--- src/rtl/core/pupt_pkg.sv ---
// Shared types, constants and microcode program of the pose update and point transform block.
`default_nettype none

package pupt_pkg;

  localparam int QUAT_FRAC_BITS_DEF = 14;
  localparam int ATT_SHIFT = 30;
  localparam int PC_W = 4;

  localparam logic signed [31:0] HALF_SQRT2_Q30 = 32'sd759250125;
  localparam logic [15:0] Q16_MAX = 16'h7fff;
  localparam logic [15:0] Q16_MIN = 16'h8000;
  localparam logic [31:0] C32_MAX = 32'h7fffffff;
  localparam logic [31:0] C32_MIN = 32'h80000000;

  localparam logic ACT_ODOM = 1'b0;
  localparam logic ACT_POINT = 1'b1;

  localparam logic [2:0] MUL_NONE = 3'd0;
  localparam logic [2:0] MUL_ATT_A = 3'd1;
  localparam logic [2:0] MUL_ATT_B = 3'd2;
  localparam logic [2:0] MUL_SQ_A = 3'd3;
  localparam logic [2:0] MUL_SQ_B = 3'd4;
  localparam logic [2:0] MUL_SQ_C = 3'd5;
  localparam logic [2:0] MUL_SQ_D = 3'd6;
  localparam logic [2:0] MUL_ROW = 3'd7;

  localparam logic [3:0] WB_NONE = 4'd0;
  localparam logic [3:0] WB_ATT_WXY = 4'd1;
  localparam logic [3:0] WB_ATT_Z = 4'd2;
  localparam logic [3:0] WB_PROD_A = 4'd3;
  localparam logic [3:0] WB_PROD_B = 4'd4;
  localparam logic [3:0] WB_PROD_C = 4'd5;
  localparam logic [3:0] WB_PROD_D = 4'd6;
  localparam logic [3:0] WB_MAT = 4'd7;
  localparam logic [3:0] WB_RES = 4'd8;

  localparam logic [1:0] ROW_X = 2'd0;
  localparam logic [1:0] ROW_Y = 2'd1;
  localparam logic [1:0] ROW_Z = 2'd2;

  localparam logic [1:0] SEQ_NEXT = 2'd0;
  localparam logic [1:0] SEQ_WAIT = 2'd1;
  localparam logic [1:0] SEQ_SKIP = 2'd2;
  localparam logic [1:0] SEQ_EMIT = 2'd3;

  localparam logic [PC_W-1:0] ADDR_IDLE = 4'd0;
  localparam logic [PC_W-1:0] ADDR_ODOM = 4'd1;
  localparam logic [PC_W-1:0] ADDR_POINT = 4'd12;

  typedef struct packed {
    logic [2:0] mul;
    logic [3:0] wb;
    logic [1:0] mrow;
    logic [1:0] wrow;
    logic [1:0] seq;
    logic [PC_W-1:0] target;
  } cw_t;

  typedef struct packed {
    logic in_valid;
    logic action;
    logic slot_free;
    logic pose_valid;
  } seq_stat_t;

  typedef struct packed {
    logic ready;
    logic accept;
    logic emit;
  } seq_ctl_t;

  typedef struct packed {
    logic kind;
    logic [31:0] out_x;
    logic [31:0] out_y;
    logic [31:0] out_z;
    logic [15:0] att_out_w;
    logic [15:0] att_out_x;
    logic [15:0] att_out_y;
    logic [15:0] att_out_z;
    logic [31:0] extra_a;
    logic [31:0] extra_b;
    logic [31:0] extra_c;
    logic end_of_cloud;
  } out_item_t;

  function automatic cw_t cw(input logic [2:0] mul, input logic [3:0] wb,
                             input logic [1:0] mrow, input logic [1:0] wrow,
                             input logic [1:0] seq, input logic [PC_W-1:0] target);
    cw_t w;
    w.mul = mul;
    w.wb = wb;
    w.mrow = mrow;
    w.wrow = wrow;
    w.seq = seq;
    w.target = target;
    return w;
  endfunction

  function automatic cw_t ucode(input logic [PC_W-1:0] addr);
    cw_t w;
    unique case (addr)
      4'd0: w = cw(MUL_NONE, WB_NONE, ROW_X, ROW_X, SEQ_WAIT, ADDR_IDLE);
      4'd1: w = cw(MUL_ATT_A, WB_NONE, ROW_X, ROW_X, SEQ_NEXT, ADDR_IDLE);
      4'd2: w = cw(MUL_ATT_B, WB_ATT_WXY, ROW_X, ROW_X, SEQ_NEXT, ADDR_IDLE);
      4'd3: w = cw(MUL_NONE, WB_ATT_Z, ROW_X, ROW_X, SEQ_NEXT, ADDR_IDLE);
      4'd4: w = cw(MUL_SQ_A, WB_NONE, ROW_X, ROW_X, SEQ_NEXT, ADDR_IDLE);
      4'd5: w = cw(MUL_SQ_B, WB_PROD_A, ROW_X, ROW_X, SEQ_NEXT, ADDR_IDLE);
      4'd6: w = cw(MUL_SQ_C, WB_PROD_B, ROW_X, ROW_X, SEQ_NEXT, ADDR_IDLE);
      4'd7: w = cw(MUL_SQ_D, WB_PROD_C, ROW_X, ROW_X, SEQ_NEXT, ADDR_IDLE);
      4'd8: w = cw(MUL_NONE, WB_PROD_D, ROW_X, ROW_X, SEQ_NEXT, ADDR_IDLE);
      4'd9: w = cw(MUL_NONE, WB_MAT, ROW_X, ROW_X, SEQ_NEXT, ADDR_IDLE);
      4'd10: w = cw(MUL_NONE, WB_MAT, ROW_X, ROW_Y, SEQ_NEXT, ADDR_IDLE);
      4'd11: w = cw(MUL_NONE, WB_MAT, ROW_X, ROW_Z, SEQ_EMIT, ADDR_IDLE);
      4'd12: w = cw(MUL_ROW, WB_NONE, ROW_X, ROW_X, SEQ_SKIP, ADDR_IDLE);
      4'd13: w = cw(MUL_ROW, WB_RES, ROW_Y, ROW_X, SEQ_NEXT, ADDR_IDLE);
      4'd14: w = cw(MUL_ROW, WB_RES, ROW_Z, ROW_Y, SEQ_NEXT, ADDR_IDLE);
      4'd15: w = cw(MUL_NONE, WB_RES, ROW_X, ROW_Z, SEQ_EMIT, ADDR_IDLE);
    endcase
    return w;
  endfunction

endpackage

`default_nettype wire

--- src/rtl/core/pupt_seq.sv ---
// Microcode sequencer: step counter, program table lookup and request handshake.
`default_nettype none

module pupt_seq (
  input  logic                clk,
  input  logic                rst,
  input  pupt_pkg::seq_stat_t stat,
  output pupt_pkg::cw_t       cw,
  output pupt_pkg::seq_ctl_t  ctl
);

  logic [pupt_pkg::PC_W-1:0] pc;
  logic [pupt_pkg::PC_W-1:0] pc_next;
  logic [pupt_pkg::PC_W-1:0] dispatch;

  always_comb begin
    cw = pupt_pkg::ucode(pc);
    ctl.ready = (cw.seq == pupt_pkg::SEQ_WAIT) ||
                (cw.seq == pupt_pkg::SEQ_EMIT && stat.slot_free);
    ctl.accept = ctl.ready && stat.in_valid;
    ctl.emit = (cw.seq == pupt_pkg::SEQ_EMIT) && stat.slot_free;
    dispatch = (stat.action == pupt_pkg::ACT_POINT) ? pupt_pkg::ADDR_POINT
                                                     : pupt_pkg::ADDR_ODOM;
    unique case (cw.seq)
      pupt_pkg::SEQ_NEXT: pc_next = pc + 4'd1;
      pupt_pkg::SEQ_WAIT: pc_next = ctl.accept ? dispatch : pc;
      pupt_pkg::SEQ_SKIP: pc_next = stat.pose_valid ? pc + 4'd1 : cw.target;
      pupt_pkg::SEQ_EMIT: begin
        if (stat.slot_free) begin
          pc_next = ctl.accept ? dispatch : pupt_pkg::ADDR_IDLE;
        end else begin
          pc_next = pc;
        end
      end
    endcase
  end

  always_ff @(posedge clk) begin
    if (rst) begin
      pc <= pupt_pkg::ADDR_IDLE;
    end else begin
      pc <= pc_next;
    end
  end

  a_dispatch: assert property (@(posedge clk) disable iff (rst)
    ctl.accept |=> (pc == pupt_pkg::ADDR_ODOM || pc == pupt_pkg::ADDR_POINT))
    else $error("Accepted request did not start a program.");

  a_drop_point: assert property (@(posedge clk) disable iff (rst)
    (ctl.accept && stat.action == pupt_pkg::ACT_POINT && !stat.pose_valid)
      |=> ##1 (pc == pupt_pkg::ADDR_IDLE))
    else $error("Point without a pose did not return to idle.");

endmodule

`default_nettype wire

--- config.mk ---
export PLATFORM = sky130hd
export DESIGN_NAME = pupt_seq
export DESIGN_NICKNAME = d
export VERILOG_FILES = /design/src/rtl/core/pupt_pkg.sv /design/src/rtl/core/pupt_seq.sv
export SDC_FILE = /design/constraint.sdc
export NUM_CORES = 1
export LEC_CHECK = 0
export BUFFER_PORTS_ARGS = -buffer_cell sky130_fd_sc_hd__buf_2
export CORE_MARGIN = 1
export CORE_UTILIZATION = 53
export CTS_BUF_LIST = sky130_fd_sc_hd__clkbuf_4 sky130_fd_sc_hd__clkbuf_8
export DETAILED_ROUTE_END_ITERATION = 6
export PLACE_DENSITY_LB_ADDON = 0.3
export SLEW_MARGIN = 20
export SYNTH_ARGS = -nofsm -noshare
export SYNTH_HDL_FRONTEND = slang
export SYNTH_SLANG_ARGS = --single-unit
--- constraint.sdc ---
create_clock -name clk -period 4.25 [get_ports clk]
set_input_delay 0.2125 -clock clk [delete_from_list [all_inputs] [get_ports clk]]
set_output_delay 0.2125 -clock clk [all_outputs]
set_load 0.1 [all_outputs]
**Word level (Yosys, flattened, before mapping)**

Memory sizes are Yosys's and may differ from the RTL's. A register that Yosys moved wholly into a read port is not among the register bits.
Index checks and enable logic that the tools add are counted.

- $add $sub $neg: 1
- Eq/ne operators: 5
- Multiplexer cells: 8
- Reduce and logical (&&, ||, !) cells: 5

Operators with widths:

| cell | count |
|---|---|
| 4-bit two-way mux | 7 |
| 4-bit case mux with 4 select lines | 1 |
| 4-bit by 1-bit adder with 4-bit output (second input constant) | 1 |
| 2-bit equality test (second input constant) | 2 |
| 2-bit != test (second input constant) | 2 |
| 2-bit by 1-bit equality test with 1-bit output (second input constant) | 1 |
| 1-bit logical AND | 2 |
| 2-bit zero test | 1 |
| 2-bit AND reduction | 1 |
| 1-bit logical OR | 1 |

- Memories: 1
- Flip-flop bits (word level): 4
- Input port bits: 6
- Logic and storage cells: 21
- Output and inout bits: 20
- Bits in read-only memories: 208

Memory list:

| name | depth | bits a word | rd ports | clocked after Yosys merged registers in | write ports | line | source |
|---|---|---|---|---|---|---|---|
| (no name shown) | 16 | 13 | 1 | 1 | 0 | pupt_pkg.sv:103 | `unique case (addr)` |

**Depth between registers and ports, before layout**

- Depth after elaboration: 9
- Gate-level depth with buffers: 9
- Mapped depth without buffers: 9

**Worst setup path before layout**

Ideal clock, no wire load.

- Kind: flip-flop to output port
- Start point: reg, netlist name cw[4]
- End point: out ctl[1] in the netlist's numbering
- Buffers on the path: 0
- Path slack: -297 ps
- Data required time: 4038 ps
- Data arrival time: 4335 ps
- Cell stages (with the launch flop): 3
- Path through: dfxtp_1 > a21boi_0 > and2_1

RTL lines:

| what | line | source |
|---|---|---|
| end, declared | pupt_seq.sv:9 | `output pupt_pkg::seq_ctl_t ctl` |

**Worst setup path after layout**

- Start point: reg, netlist name cw[5]
- End point: reg, netlist name cw[15]

- Cells in the longest elaborated chain, start to end: 9
- Elaborated cells between the ends (all ways): 15
- Those cells by class: 5 x eq/ne; 5 x mux; 5 x reduce/logical

Ends and longest elaborated chain:

| what | line | source |
|---|---|---|
| 2-bit equality test | pupt_seq.sv:19, pupt_seq.sv:24 |  |
| 1-bit logical AND | pupt_seq.sv:19 | `(cw.seq == pupt_pkg::SEQ_EMIT && stat.slot_free);` |
| 1-bit logical OR | pupt_seq.sv:18 | `ctl.ready = (cw.seq == pupt_pkg::SEQ_WAIT) \|\|` |
| 1-bit logical AND | pupt_seq.sv:20 | `ctl.accept = ctl.ready && stat.in_valid;` |
| 4-bit two-way mux | pupt_seq.sv:30 | `pc_next = ctl.accept ? dispatch : pupt_pkg::ADDR_IDLE;` |
| 4-bit two-way mux | pupt_seq.sv:29 | `if (stat.slot_free) begin` |
| 4-bit case mux with 4 select lines | pupt_seq.sv:24 | `unique case (cw.seq)` |
| 4-bit two-way mux (no source line) (*) (2 in a row) | -- |  |

Mark *: on every way between the ends. The rest lies on a longest branch, timed or not. The select of a mux whose other input is x is not followed.
A chain may end at the register's enable or synchronous reset.

==> impl_metrics.env <==
export IMPL_cts_sinks=17
export IMPL_cts_resized=0
export IMPL_crit_path_start_kind="register"
export IMPL_dieWidth_um=41.74
export IMPL_layout_common_cells="buf_2, dfxtp_1, nor2_1"
export IMPL_seqCellArea_um2=340.3
export IMPL_clockRootBuffer="clkbuf_4"
export IMPL_critPathArrivalTime_ps=2330
export IMPL_antenna_found_initial=0
export IMPL_pin_count=26
export IMPL_syn_area_um2=837.1
export IMPL_synth_xor_area_frac=0
export IMPL_worstHoldPathType="primary input to register"
export IMPL_gp_congestion=0.9128
export IMPL_rows=13
export IMPL_r2r_start="cw[5]"
export IMPL_setup_tns_ps=0
export IMPL_outcome="complete, no violations"
export IMPL_clkTransAtPathRegs_ps=90
export IMPL_vias=665
export IMPL_synth_fa_ha_area_frac=0.07474
export IMPL_grt_max_degree=13
export IMPL_final_area_um2=950.9
export IMPL_ys_types=34
export IMPL_die_area_um2=1742
export IMPL_whs_endpoint="pc[1]"
export IMPL_dr_pass1_iters=4
export IMPL_period_needed_ps=2136
export IMPL_hold_ws_ps=157.9
export IMPL_hpwlAfterDp_mm=1.135
export IMPL_crit_buf_inv=1
export IMPL_clk_latency_ps=290
export IMPL_synth_compound_gate_area_share=0.1450
export IMPL_r2r_end="cw[15]"
export IMPL_synthCells=90
export IMPL_report_final_slew_viol_count=0
export IMPL_crit_slowest_cell="dfxtp_1"
export IMPL_synth_flop_cell="dfxtp_1"
export IMPL_post_place_ws_ps=2124
export IMPL_setup_viol=0
export IMPL_setup_ws_ps=2114
export IMPL_nNetsFinal=124
export IMPL_cp_end_kind="register"
export IMPL_crit_chain="mux2i_1 > and2_4 > a22oi_1 > nor2_1 > inv_1 > ha_1 > nand2_1 > a32o_1"
export IMPL_synth_simple_gate_area_frac=0.2152
export IMPL_portBuffers=21
export IMPL_relSlewSlack=0.6351
export IMPL_critPathRequiredTime_ps=4440
export IMPL_drc=0
export IMPL_yosysWarnings=0
export IMPL_nFillCells=116
export IMPL_viasPerCell=5.236
export IMPL_tightest_slew_ps=547.4
export IMPL_wl_mm=1.495
export IMPL_max_freq_mhz=468.3
export IMPL_core_um2=1383
export IMPL_cts_buffers=3
export IMPL_worst_path_max_fanout=6
export IMPL_start_util=0.6054
export IMPL_finClkSkew_ps=2.970
export IMPL_maxCapViolations=0
export IMPL_hold_violations=0
export IMPL_cts_buffer_depth=2
export IMPL_crit_family="simple AND/OR/NAND/NOR gates"
export IMPL_final_common_cell="buf_2"
export IMPL_synth_top_family_by_area="simple AND/OR/NAND/NOR gates"
export IMPL_wl_per_cell_um=11.77
export IMPL_die_h_um=41.74
export IMPL_syn_to_final_growth_pct=13.60
export IMPL_grt_pass1_vias=600
export IMPL_htreeDepth=1
export IMPL_hold_buffers=0
export IMPL_first_iter_violations=24
export IMPL_rr_worst_depth=8
export IMPL_min_path_cells=2
export IMPL_critPathMaxStageDelay_ps=440
export IMPL_ys_ff_latch=17
export IMPL_grt_overflow=0
export IMPL_ant_nets=0
export IMPL_dpl_cell_area_um2=923.4
export IMPL_avgSynthCellArea_um2=9.301
export IMPL_yosysSeqAreaShare=0.4066
export IMPL_multiInputGateArea_um2=409.1
export IMPL_rsz0062_at_grt="no"
export IMPL_synth_edf_count=0
export IMPL_synthArstFlopShare=0
export IMPL_grt_pass1_wl_mm=2.635
export IMPL_post_cts_buffers=0
export IMPL_num_antenna_cells=0
export IMPL_synth_mux_area_frac=0.03587
export IMPL_regToRegSetupSlack_ps=2110
export IMPL_min_from="rst"
export IMPL_layout_drive_gt1_share=0.3125
export IMPL_finalCritPeriodShare=0.5025
export IMPL_grt_total_usage=0.1949
export IMPL_cts_tree="done"
export IMPL_path_class="register to register"
## flip-flops by register name, summed over array words and instances, names as in the netlist
signal / count
pc: 4
cw: 13
## worst reg2reg max path, cell delays in order, from the launching register on
cell	delay, ps
dfxtp_1	440
mux2i_1	270
and2_4	200
a22oi_1	100
nor2_1	300
inv_1	120
ha_1	310
nand2_1	50
a32o_1	250
## worst max path at each step
stage | start | endpoint | slack, ps | cells past startpoint
6_report | cw[5] | cw[15] | 2110 | 8
3_3_place_gp | cw[5] | cw[5] | 2230 | 9
2_1_floorplan | cw[4] | ctl[1] | 480 | 2
4_1_cts | cw[5] | cw[15] | 2110 | 8
5_1_grt | cw[5] | cw[15] | 1890 | 8
3_5_place_dp | cw[5] | cw[15] | 2120 | 8
## synth_stat cells, types with 2 or more instances
cell type | number | area share
a32o_1 | 2 | 0.024
ha_1 | 5 | 0.075
o21ai_0 | 4 | 0.024
nor3_1 | 2 | 0.012
buf_4 | 5 | 0.045
a22oi_1 | 2 | 0.018
dfxtp_1 | 17 | 0.41
a21boi_0 | 2 | 0.018
mux2i_1 | 3 | 0.036
and3_2 | 2 | 0.018
inv_1 | 8 | 0.036
nand2_1 | 5 | 0.022
a21oi_1 | 2 | 0.012
nor2_1 | 9 | 0.040
nand3_1 | 3 | 0.018
## per-layer routing
layer / wire length, um / part of all wire / track usage / vias to the layer above
li1: - / - / - / 337
met1: 687 / 0.46 / 0.2310 / 294
met2: 701 / 0.47 / 0.3406 / 34
met3: 106 / 0.071 / 0.06522 / 0
met4: 0 / 0 / 0.03871 / 0
met5: 0 / 0 / 0 / -
## stage by stage
stage	std cells	util
global route	127	0.6878
CTS	127	0.6878
floorplan	93	-
global placement	123	0.6679
finish	127	0.6878
detailed placement	123	0.6679
## logic make-up after synthesis
logic type	Yosys count
simple gates	31
compound gates	17
flops	17
buf+inv	16
fa+ha+maj	5
mux	3
other cells	1
## layout make-up
class                   instances  share of cell area
flip-flops and latches         17              0.3579
repair buffers                 21              0.1105
inverters                      10             0.05263
well taps                      15             0.01974
clock buffers                   3             0.02368
multi-input cells              60              0.4303
clock inverters                 1            0.005263
Power is not shown: default switching activity piles up to over one toggle a cycle in this logic, so the estimate is an artifact.
